**src/hdl/seven_segment_mux_display_unit_macros.svh**
```systemverilog
// Assertion macros shared by the seven-segment display unit modules.
// No dependencies; define SYNTH to compile the checks away.
`ifndef SEVEN_SEGMENT_MUX_DISPLAY_UNIT_MACROS_SVH
`define SEVEN_SEGMENT_MUX_DISPLAY_UNIT_MACROS_SVH
`ifndef SYNTH
// same-cycle implication
`define SSM_ASSERT_IMPLY(lbl, clk, rst_n, ante, cons) \
    lbl: assert property (@(posedge clk) disable iff (!rst_n) (ante) |-> (cons)) \
        else $error("assertion failed");
// next-cycle implication
`define SSM_ASSERT_NEXT(lbl, clk, rst_n, ante, cons) \
    lbl: assert property (@(posedge clk) disable iff (!rst_n) (ante) |=> (cons)) \
        else $error("assertion failed");
`else
`define SSM_ASSERT_IMPLY(lbl, clk, rst_n, ante, cons)
`define SSM_ASSERT_NEXT(lbl, clk, rst_n, ante, cons)
`endif
`endif

```
**src/hdl/ssm_pkg.sv**
```systemverilog
// Types, constants and the segment decoder of the seven-segment display unit.
// No dependencies.
package ssm_pkg;

    localparam int SSM_DIGITS = 3;

    localparam logic [7:0]  SLOT_TICKS_RESET    = 8'd5;
    localparam logic [15:0] DISPLAY_TICKS_RESET = 16'd1000;
    localparam logic [7:0]  SEGMENT_RESET       = 8'hFF;
    localparam logic [16:0] ELAPSED_MAX         = 17'h1FFFF;

    // x / 10 == (x * 0xCCCD) >> 19 for every 16-bit x
    localparam logic [15:0] RECIP10       = 16'hCCCD;
    localparam int          RECIP10_SHIFT = 19;

    localparam logic REG_SLOT_TICKS    = 1'b0;
    localparam logic REG_DISPLAY_TICKS = 1'b1;

    localparam logic FUNC_LOAD = 1'b0;

    typedef struct packed {
        logic        func;
        logic [15:0] value;
    } t_in_item;

    typedef struct packed {
        logic [7:0] segments;
        logic [2:0] digit_enable;
        logic       active;
    } t_out_item;

    // common-cathode pattern, digit taken mod 10
    function automatic logic [7:0] seg_pattern(input logic [3:0] digit);
        logic [7:0] pat;
        case (digit)
            4'd0, 4'd10: pat = 8'h3F;
            4'd1, 4'd11: pat = 8'h06;
            4'd2, 4'd12: pat = 8'h5B;
            4'd3, 4'd13: pat = 8'h4F;
            4'd4, 4'd14: pat = 8'h66;
            4'd5, 4'd15: pat = 8'h6D;
            4'd6:        pat = 8'h7D;
            4'd7:        pat = 8'h07;
            4'd8:        pat = 8'h7F;
            4'd9:        pat = 8'h6F;
            default:     pat = 8'h3F;
        endcase
        return pat;
    endfunction

endpackage

```
**src/hdl/ssm_front.sv**
```systemverilog
// Front end: accepts requests and splits the load value into decimal digits,
// one digit per pipeline stage. Depends on ssm_pkg.
module ssm_front import ssm_pkg::*; #(
    parameter int DIGITS = SSM_DIGITS,
    parameter int QDEPTH = SSM_DIGITS + 2
) (
    input  logic                i_clk,
    input  logic                i_rst_n,
    input  logic                i_push,
    input  t_in_item            i_item,
    output logic                o_full,
    input  logic                i_release,
    output logic                o_work_valid,
    output logic [4*DIGITS:0]   o_work
);

    localparam int CW = $clog2(QDEPTH + 1);

    logic              s_vld  [DIGITS];
    logic              s_func [DIGITS];
    logic [15:0]       s_quo  [DIGITS];
    logic [4*DIGITS-1:0] s_dig [DIGITS];

    logic              r_vld  [DIGITS];
    logic              r_func [DIGITS];
    logic [15:0]       r_quo  [DIGITS];
    logic [4*DIGITS-1:0] r_dig [DIGITS];

    logic [CW-1:0]     r_cnt, n_cnt;
    logic              accept;

    assign o_full = (r_cnt == CW'(QDEPTH));
    assign accept = i_push && !o_full;

    // requests in flight plus those waiting in the queue
    always_comb begin
        n_cnt = r_cnt;
        if (accept && !i_release) begin
            n_cnt = r_cnt + CW'(1);
        end else if (!accept && i_release) begin
            n_cnt = r_cnt - CW'(1);
        end
    end

    always_ff @(posedge i_clk) begin
        if (!i_rst_n) begin
            r_cnt <= '0;
        end else begin
            r_cnt <= n_cnt;
        end
    end

    always_comb begin
        s_vld[0]  = accept;
        s_func[0] = i_item.func;
        s_quo[0]  = i_item.value;
        s_dig[0]  = '0;
        for (int k = 1; k < DIGITS; k++) begin
            s_vld[k]  = r_vld[k-1];
            s_func[k] = r_func[k-1];
            s_quo[k]  = r_quo[k-1];
            s_dig[k]  = r_dig[k-1];
        end
    end

    for (genvar k = 0; k < DIGITS; k++) begin : g_stage
        logic [31:0]         prod;
        logic [15:0]         quo;
        logic [15:0]         quo_x10;
        logic [3:0]          dig;
        logic [4*DIGITS-1:0] n_dig;

        always_comb begin
            prod    = 32'(s_quo[k]) * 32'(RECIP10);
            quo     = 16'(prod >> RECIP10_SHIFT);
            quo_x10 = 16'(quo << 3) + 16'(quo << 1);
            dig     = 4'(s_quo[k] - quo_x10);
            n_dig   = s_dig[k];
            n_dig[4*k +: 4] = dig;
        end

        always_ff @(posedge i_clk) begin
            if (!i_rst_n) begin
                r_vld[k] <= 1'b0;
            end else begin
                r_vld[k] <= s_vld[k];
            end
        end

        always_ff @(posedge i_clk) begin
            r_func[k] <= s_func[k];
            r_quo[k]  <= quo;
            r_dig[k]  <= n_dig;
        end
    end

    assign o_work_valid = r_vld[DIGITS-1];
    assign o_work       = {r_func[DIGITS-1], r_dig[DIGITS-1]};

endmodule

```
**src/hdl/ssm_queue.sv**
```systemverilog
// Short flop-based queue between the front end and the display sequencer.
// Depends on ssm_pkg and the assertion macros.
`include "seven_segment_mux_display_unit_macros.svh"
module ssm_queue import ssm_pkg::*; #(
    parameter int WIDTH = 4 * SSM_DIGITS + 1,
    parameter int DEPTH = SSM_DIGITS + 2
) (
    input  logic             i_clk,
    input  logic             i_rst_n,
    input  logic             i_push,
    input  logic [WIDTH-1:0] i_data,
    input  logic             i_pop,
    output logic             o_valid,
    output logic [WIDTH-1:0] o_data
);

    localparam int PW = (DEPTH > 1) ? $clog2(DEPTH) : 1;
    localparam int CW = $clog2(DEPTH + 1);

    logic [WIDTH-1:0] r_mem [DEPTH];
    logic [PW-1:0]    r_wr, n_wr;
    logic [PW-1:0]    r_rd, n_rd;
    logic [CW-1:0]    r_count, n_count;

    always_comb begin
        n_wr    = r_wr;
        n_rd    = r_rd;
        n_count = r_count;
        if (i_push) begin
            n_wr = (r_wr == PW'(DEPTH - 1)) ? '0 : r_wr + PW'(1);
        end
        if (i_pop) begin
            n_rd = (r_rd == PW'(DEPTH - 1)) ? '0 : r_rd + PW'(1);
        end
        if (i_push && !i_pop) begin
            n_count = r_count + CW'(1);
        end else if (!i_push && i_pop) begin
            n_count = r_count - CW'(1);
        end
    end

    always_ff @(posedge i_clk) begin
        if (!i_rst_n) begin
            r_wr    <= '0;
            r_rd    <= '0;
            r_count <= '0;
        end else begin
            r_wr    <= n_wr;
            r_rd    <= n_rd;
            r_count <= n_count;
        end
    end

    always_ff @(posedge i_clk) begin
        if (i_push) begin
            r_mem[r_wr] <= i_data;
        end
    end

    assign o_valid = (r_count != '0);
    assign o_data  = r_mem[r_rd];

    // the front end's credit count must keep the queue from overflowing
    `SSM_ASSERT_IMPLY(a_no_overflow, i_clk, i_rst_n, i_push, r_count != CW'(DEPTH))
    `SSM_ASSERT_IMPLY(a_no_underflow, i_clk, i_rst_n, i_pop, r_count != '0)
    `SSM_ASSERT_NEXT(a_count_hold, i_clk, i_rst_n, !i_push && !i_pop, $stable(r_count))

endmodule

```
**src/hdl/ssm_back.sv**
```systemverilog
// Display sequencer: runs the slot and pass counters, picks the lit digit
// and holds the result register. Depends on ssm_pkg and the assertion macros.
`include "seven_segment_mux_display_unit_macros.svh"
module ssm_back import ssm_pkg::*; #(
    parameter int DIGITS = SSM_DIGITS
) (
    input  logic              i_clk,
    input  logic              i_rst_n,
    input  logic [7:0]        i_slot_ticks,
    input  logic [15:0]       i_display_ticks,
    input  logic              i_work_valid,
    input  logic [4*DIGITS:0] i_work,
    output logic              o_take,
    input  logic              i_pop,
    output logic              o_empty,
    output t_out_item         o_item
);

    localparam int IW = (DIGITS > 1) ? $clog2(DIGITS) : 1;

    logic [3:0]  r_digits [DIGITS];
    logic [3:0]  n_digits [DIGITS];
    logic [IW-1:0] r_index, n_index;
    logic [7:0]  r_slot, n_slot;
    logic [16:0] r_elapsed, n_elapsed;
    logic        r_running, n_running;
    logic [7:0]  r_seg, n_seg;

    t_out_item   r_out;
    logic        r_out_valid;

    logic        fire;
    logic        w_func;
    logic [4*DIGITS-1:0] w_dig;
    logic [7:0]  slot_len;
    logic [7:0]  slot_inc;
    logic [10:0] pass_ticks;
    logic [17:0] elapsed_sum;
    logic [2:0]  enable;

    assign fire   = i_work_valid && (!r_out_valid || i_pop);
    assign o_take = fire;
    assign w_func = i_work[4*DIGITS];
    assign w_dig  = i_work[4*DIGITS-1:0];

    always_comb begin
        n_digits    = r_digits;
        n_index     = r_index;
        n_slot      = r_slot;
        n_elapsed   = r_elapsed;
        n_running   = r_running;
        n_seg       = r_seg;
        slot_len    = (i_slot_ticks == 8'd0) ? 8'd1 : i_slot_ticks;
        slot_inc    = r_slot + 8'd1;
        pass_ticks  = 11'(DIGITS) * 11'(slot_len);
        elapsed_sum = 18'(r_elapsed) + 18'(pass_ticks);
        if (w_func == FUNC_LOAD) begin
            for (int k = 0; k < DIGITS; k++) begin
                n_digits[k] = w_dig[4*k +: 4];
            end
            n_index   = '0;
            n_slot    = '0;
            n_elapsed = '0;
            n_running = (i_display_ticks != 16'd0);
            n_seg     = seg_pattern(w_dig[3:0]);
        end else if (r_running) begin
            if (slot_inc >= slot_len) begin
                n_slot = '0;
                if (r_index == IW'(DIGITS - 1)) begin
                    // pass complete: account time, saturating, then test end
                    n_index   = '0;
                    n_elapsed = (elapsed_sum > 18'(ELAPSED_MAX)) ? ELAPSED_MAX
                                                                 : elapsed_sum[16:0];
                    if (n_elapsed >= 17'(i_display_ticks)) begin
                        n_running = 1'b0;
                    end
                end else begin
                    n_index = r_index + IW'(1);
                end
                if (n_running) begin
                    n_seg = seg_pattern(r_digits[n_index]);
                end
            end else begin
                n_slot = slot_inc;
            end
        end
    end

    always_comb begin
        for (int b = 0; b < 3; b++) begin
            enable[b] = (b < DIGITS) && n_running && (n_index == IW'(b));
        end
    end

    always_ff @(posedge i_clk) begin
        if (!i_rst_n) begin
            for (int k = 0; k < DIGITS; k++) begin
                r_digits[k] <= '0;
            end
            r_index     <= '0;
            r_slot      <= '0;
            r_elapsed   <= '0;
            r_running   <= 1'b0;
            r_seg       <= SEGMENT_RESET;
            r_out_valid <= 1'b0;
        end else begin
            if (fire) begin
                r_digits    <= n_digits;
                r_index     <= n_index;
                r_slot      <= n_slot;
                r_elapsed   <= n_elapsed;
                r_running   <= n_running;
                r_seg       <= n_seg;
                r_out_valid <= 1'b1;
            end else if (i_pop) begin
                r_out_valid <= 1'b0;
            end
        end
    end

    always_ff @(posedge i_clk) begin
        if (fire) begin
            r_out.segments     <= n_seg;
            r_out.digit_enable <= enable;
            r_out.active       <= n_running;
        end
    end

    assign o_empty = !r_out_valid;
    assign o_item  = r_out;

    `SSM_ASSERT_IMPLY(a_enable_onehot, i_clk, i_rst_n, r_out_valid, $onehot0(r_out.digit_enable))
    `SSM_ASSERT_IMPLY(a_idle_dark, i_clk, i_rst_n, r_out_valid && !r_out.active, r_out.digit_enable == 3'b000)
    `SSM_ASSERT_IMPLY(a_index_range, i_clk, i_rst_n, 1'b1, r_index <= IW'(DIGITS - 1))
    `SSM_ASSERT_IMPLY(a_no_overwrite, i_clk, i_rst_n, r_out_valid && !i_pop, !o_take)

endmodule

```
**src/hdl/seven_segment_mux_display_unit.sv**
```systemverilog
// A request accepted at one edge passes the front-end divider pipeline, the queue
// and the display sequencer's result register. Throughput: one request per cycle
// while results are popped; a queue of DIGITS+2 entries absorbs stalls.
// Reset (synchronous, active low): idle, all digits 0, segments 0xFF,
// slot_ticks 5, display_ticks 1000, no results pending.
module seven_segment_mux_display_unit import ssm_pkg::*; #(
    parameter int DIGITS = SSM_DIGITS
) (
    input  logic        i_clk,
    input  logic        i_rst_n,
    input  logic        push,
    output logic        full,
    input  t_in_item    i_in_item,
    output logic        empty,
    input  logic        pop,
    output t_out_item   o_out_item,
    input  logic        psel,
    input  logic        penable,
    input  logic        pwrite,
    input  logic [2:0]  paddr,
    input  logic [31:0] pwdata,
    output logic [31:0] prdata,
    output logic        pready
);

    localparam int QDEPTH = DIGITS + 2;
    localparam int QW     = 4 * DIGITS + 1;

    logic [7:0]    r_slot_ticks;
    logic [15:0]   r_display_ticks;
    logic          cfg_write;

    logic          work_valid;
    logic [QW-1:0] work;
    logic          q_valid;
    logic [QW-1:0] q_data;
    logic          q_take;

    assign pready    = 1'b1;
    assign cfg_write = psel && penable && pwrite && pready;

    always_ff @(posedge i_clk) begin
        if (!i_rst_n) begin
            r_slot_ticks    <= SLOT_TICKS_RESET;
            r_display_ticks <= DISPLAY_TICKS_RESET;
        end else if (cfg_write) begin
            case (paddr[2])
                REG_SLOT_TICKS:    r_slot_ticks    <= pwdata[7:0];
                REG_DISPLAY_TICKS: r_display_ticks <= pwdata[15:0];
                default: ;
            endcase
        end
    end

    always_comb begin
        case (paddr[2])
            REG_SLOT_TICKS:    prdata = {24'd0, r_slot_ticks};
            REG_DISPLAY_TICKS: prdata = {16'd0, r_display_ticks};
            default:           prdata = '0;
        endcase
    end

    ssm_front #(
        .DIGITS (DIGITS),
        .QDEPTH (QDEPTH)
    ) u_front (
        .i_clk        (i_clk),
        .i_rst_n      (i_rst_n),
        .i_push       (push),
        .i_item       (i_in_item),
        .o_full       (full),
        .i_release    (q_take),
        .o_work_valid (work_valid),
        .o_work       (work)
    );

    ssm_queue #(
        .WIDTH (QW),
        .DEPTH (QDEPTH)
    ) u_queue (
        .i_clk   (i_clk),
        .i_rst_n (i_rst_n),
        .i_push  (work_valid),
        .i_data  (work),
        .i_pop   (q_take),
        .o_valid (q_valid),
        .o_data  (q_data)
    );

    ssm_back #(
        .DIGITS (DIGITS)
    ) u_back (
        .i_clk           (i_clk),
        .i_rst_n         (i_rst_n),
        .i_slot_ticks    (r_slot_ticks),
        .i_display_ticks (r_display_ticks),
        .i_work_valid    (q_valid),
        .i_work          (q_data),
        .o_take          (q_take),
        .i_pop           (pop),
        .o_empty         (empty),
        .o_item          (o_out_item)
    );

endmodule

```
**config.mk**
```make
export PLATFORM = sky130hd
export DESIGN_NAME = seven_segment_mux_display_unit
export DESIGN_NICKNAME = d
export VERILOG_FILES = /design/src/hdl/ssm_pkg.sv /design/src/hdl/ssm_front.sv /design/src/hdl/ssm_queue.sv /design/src/hdl/ssm_back.sv /design/src/hdl/seven_segment_mux_display_unit.sv
export VERILOG_INCLUDE_DIRS = /design/src /design/src/hdl
export SDC_FILE = /design/constraint.sdc
export NUM_CORES = 1
export LEC_CHECK = 0
export BUFFER_PORTS_ARGS = -buffer_cell sky130_fd_sc_hd__buf_4
export CAP_MARGIN = 20
export CORE_MARGIN = 2
export CORE_UTILIZATION = 58
export DETAILED_ROUTE_END_ITERATION = 10
export PLACE_DENSITY = 0.82
export SLEW_MARGIN = 10
export SYNTH_ARGS = -nofsm -noshare
export SYNTH_HDL_FRONTEND = slang
export SYNTH_SLANG_ARGS = --single-unit
```
**constraint.sdc**
```tcl
create_clock -name i_clk -period 5.7 [get_ports i_clk]
set_input_delay 0.855 -clock i_clk [delete_from_list [all_inputs] [get_ports i_clk]]
set_output_delay 0.855 -clock i_clk [all_outputs]
set_load 0.1 [all_outputs]
```
==> flow_summary.ini <==
[sta]
period_share_pct = 97.38
finalMaxSlewViolations = 0
setup_viol = 0
fin_worst_skew_ps = 36.05
worst_slack_ps = 149.3
finalSetupTns_ps = 0
hold_slack_ps = 324.4
relSlewSlack_pct = 32.06
hold_viol_final = 0
worst_pin_slew_ps = 1015
max_freq_mhz = 180.2
layout_min_cycle_time_ps = 5551

[die]
initial_core_util_pct = 58.75
fp.dieH_um = 193.6
die_x_um = 193.6
dieArea_mm2 = 0.03748
core_area_mm2 = 0.03548
ios = 106
row_count = 69

[critical_path]
crit_fanout = 2
cp.required_ps = 6090
start_kind = input pin
critPathArrivalTime_ps = 5940
r2r-start = u_front.r_quo[0][5]$_DFF_P_
path_class = input pin to flip-flop
crit_chain = buf_4, ha_1, ha_1, inv_1, fa_1, inv_1, fa_1, fa_1, fa_1, ha_1, nand2_1, a211o_1, a31oi_2, o21ba_4, a211oi_4, inv_1, a21oi_2, xnor2_2, ha_2, nand2_1, nand2_1, xnor3_1
worstSetupStartpoint = i_in_item[10]
reg2reg_slack_ps = 150
path_buf_inv = 4
critPathMaxStageDelay_ps = 510
cp_slowest_cell = fa_1
crit_path_end_kind = flip-flop
crit_family = adder cells
crit_path_frequent_cell = fa_1

[yosys]
synth_ff_type = dfxtp_1
yosysSeqAreaShare_pct = 24.92
synth-seq-cells = 221
synth_top_area_share_pct = 24.25
synth_top_area_cell = ha_1
synth_cell_types = 73
synthesis.area_mm2 = 0.02085
yosys_warnings = 0
syn_inst = 2016
async_flop_share_pct = 0
synthTopCellsByArea = ha_1 24%, fa_1 19%, dfxtp_1 14%, edfxtp_1 11%, inv_1 7.2%
avgSynthCellArea_um2 = 10.34
synth-edff-count = 77

[cts]
cts_buffers = 24
worstSkewPairLatency_ps = 550
path_clk_slew_ps = 50
cts_tree = built
htree_levels = 1
clock-sinks = 221
cts_max_path_buffers = 3
cts_root_buffer = clkbuf_16

[detailed_routing]
drt_iter0_markers = 1013
vias_per_cell = 5.571
routed_wl_um = 47620
firstDrtPassIters = 5
drc = 0
wire_per_inst_um = 17.59
vias = 15090
drtAntennaViolNets = 0

[placement]
gp_congestion = 0.9519
io_buffers = 70
post-place-ws_ps = -466.3
hpwl_um = 37670

[job]
maxCapViolCount = 0

[grt]
gr-total-overflow = 0
grt_max_degree = 52
grt_pass1_vias = 16100
antenna_found_initial = 0
grt_pass1_wl_um = 77280
track_usage_pct = 25.11

[min_path]
hold_path_class = flip-flop to flip-flop
min-delay-start = u_front.r_dig[0][3]$_DFF_P_

[cells_and_area]
num-fill-cells = 2392
seqCellArea_mm2 = 0.005210
multi_input_area_mm2 = 0.01438
antenna_cells = 0
nNetsFinal = 2895
syn_to_final_growth_pct = 16.01
drive_gt1_share_pct = 16.15

[outcome]
outcome = complete, no violations
-- sequential cells by signal, indices dropped and copies added, names as in the netlist, 2 cells and up, named ones only --
name,cells
u_back.r_seg,8
u_queue.r_rd,3
u_queue.r_mem,65
r_slot_ticks,8
u_back.o_item,12
u_front.r_dig,24
u_front.r_cnt,3
u_back.r_elapsed,17
u_front.r_vld,3
u_queue.r_wr,3
u_back.r_digits,12
r_display_ticks,16
u_back.r_slot,8
u_queue.r_count,3
u_front.r_quo,26
u_front.r_func,3
u_back.r_index,2
-- logic make-up after synthesis --
kind of cell | share of synthesized area (%)
adders and majority gates | 43.74
buffers and inverters | 8.498
and+or+nand+nor | 7.382
AOI/OAI and AO/OA | 9.159
DFF | 24.92
xor gates and xnor gates | 2.905
muxes | 3.361
other | 0.03602
-- cells in the mapped netlist, types with 3 or more instances --
| cell type | count |
|---|---|
| and2_1 | 9 |
| mux2_2 | 6 |
| nand4_1 | 11 |
| or2_2 | 3 |
| a21o_1 | 17 |
| a211o_1 | 4 |
| edfxtp_1 | 77 |
| a22o_1 | 15 |
| a211oi_2 | 4 |
| a31oi_1 | 4 |
| dfxtp_1 | 144 |
| ha_1 | 404 |
| clkbuf_1 | 28 |
| nand2b_1 | 12 |
| fa_1 | 203 |
| nor3_1 | 14 |
| nor3b_1 | 4 |
| nor4_1 | 7 |
| a221o_1 | 8 |
| o211ai_1 | 12 |
| mux4_2 | 13 |
| a22oi_1 | 10 |
| a21oi_1 | 75 |
| nand2_1 | 116 |
| inv_1 | 401 |
| buf_4 | 17 |
| o21a_1 | 18 |
| xor2_1 | 21 |
| nand3b_1 | 4 |
| xnor2_1 | 43 |
| o2111ai_1 | 3 |
| or3_1 | 5 |
| nor2_1 | 93 |
| nor2b_1 | 8 |
| nand3_1 | 27 |
| and3_1 | 14 |
| buf_2 | 3 |
| mux2i_1 | 34 |
| a211oi_1 | 22 |
| o21ai_0 | 53 |
| o21ai_1 | 9 |
| a21boi_0 | 3 |
-- through the flow --
step / instance area (µm²) / instances / utilization [%]
floorplan: 20990 / 2031 / -
global placement: 22950 / 2659 / 64.67
detailed placement: 22960 / 2660 / 64.70
CTS: 23870 / 2705 / 67.28
global route: 24190 / 2708 / 68.16
finish: 24190 / 2708 / 68.16
-- cell type report --
class | count | share of cell area (%)
multi-input cells | 1359 | 59.45
clock inverters | 13 | 0.7967
inverters | 403 | 6.255
repair buffers | 220 | 6.860
clock buffers | 31 | 2.716
well taps | 461 | 2.385
flip-flops and latches | 221 | 21.54
-- worst reg2reg max path: cells and delay by family (launching register included) --
| kind | cells | cell delay, ps |
|---|---|---|
| and+or+nand+nor | 1 | 80 |
| AOI/OAI and AO/OA | 6 | 1170 |
| buffers and inverters | 5 | 640 |
| adders and majority gates | 8 | 2560 |
| DFF | 1 | 400 |
| xor gates and xnor gates | 4 | 630 |
-- worst paths after layout --
path,to,depth (start not counted)
worst max-delay path,u_front.r_dig[0][3]$_DFF_P_,22
worst min-delay path,u_front.r_dig[0][15]$_DFF_P_,0
worst max register to register,u_front.r_dig[0][19]$_DFF_P_,24
worst min register to register,u_front.r_dig[0][15]$_DFF_P_,0
-- layer usage --
layer	vias to the layer above	global-route usage, %	share of wire [%]	wire length, µm
li1	7142	-	-	-
met1	7372	31.28	41	19690
met2	447	44.81	50	23960
met3	124	3.766	5.4	2561
met4	0	7.973	3.0	1417
met5	-	0	0	0
-- placed cells by master (no fill, tap or decap), types with 5 or more instances in the layout --
master	n
a211oi_1	20
a21o_1	17
a21oi_1	71
a21oi_2	5
a221o_1	8
a22o_1	15
a22oi_1	10
and2_1	9
and3_1	14
buf_4	218
clkbuf_16	24
conb_1	17
dfxtp_1	134
dfxtp_2	9
edfxtp_1	77
fa_1	197
fa_2	6
ha_1	381
ha_2	5
ha_4	18
inv_1	397
mux2_2	6
mux2i_1	34
mux4_2	13
nand2_1	116
nand2b_1	12
nand3_1	27
nand4_1	11
nor2_1	93
nor2b_1	8
nor3_1	12
nor4_1	7
o211ai_1	12
o21a_1	18
o21ai_0	47
o21ai_1	13
or3_1	5
xnor2_1	40
xor2_1	20
-- what timing repair did --
action	CTS	global route
hold buffers	0	0
pin swaps	16	31
gates cloned	0	1
gates resized for setup	15	49
setup buffers	2	0
setup endpoints to repair	6	25
Power is left out: the tool's default activity adds up to more than one toggle a clock period on the data nets, which glitch-free logic cannot reach.
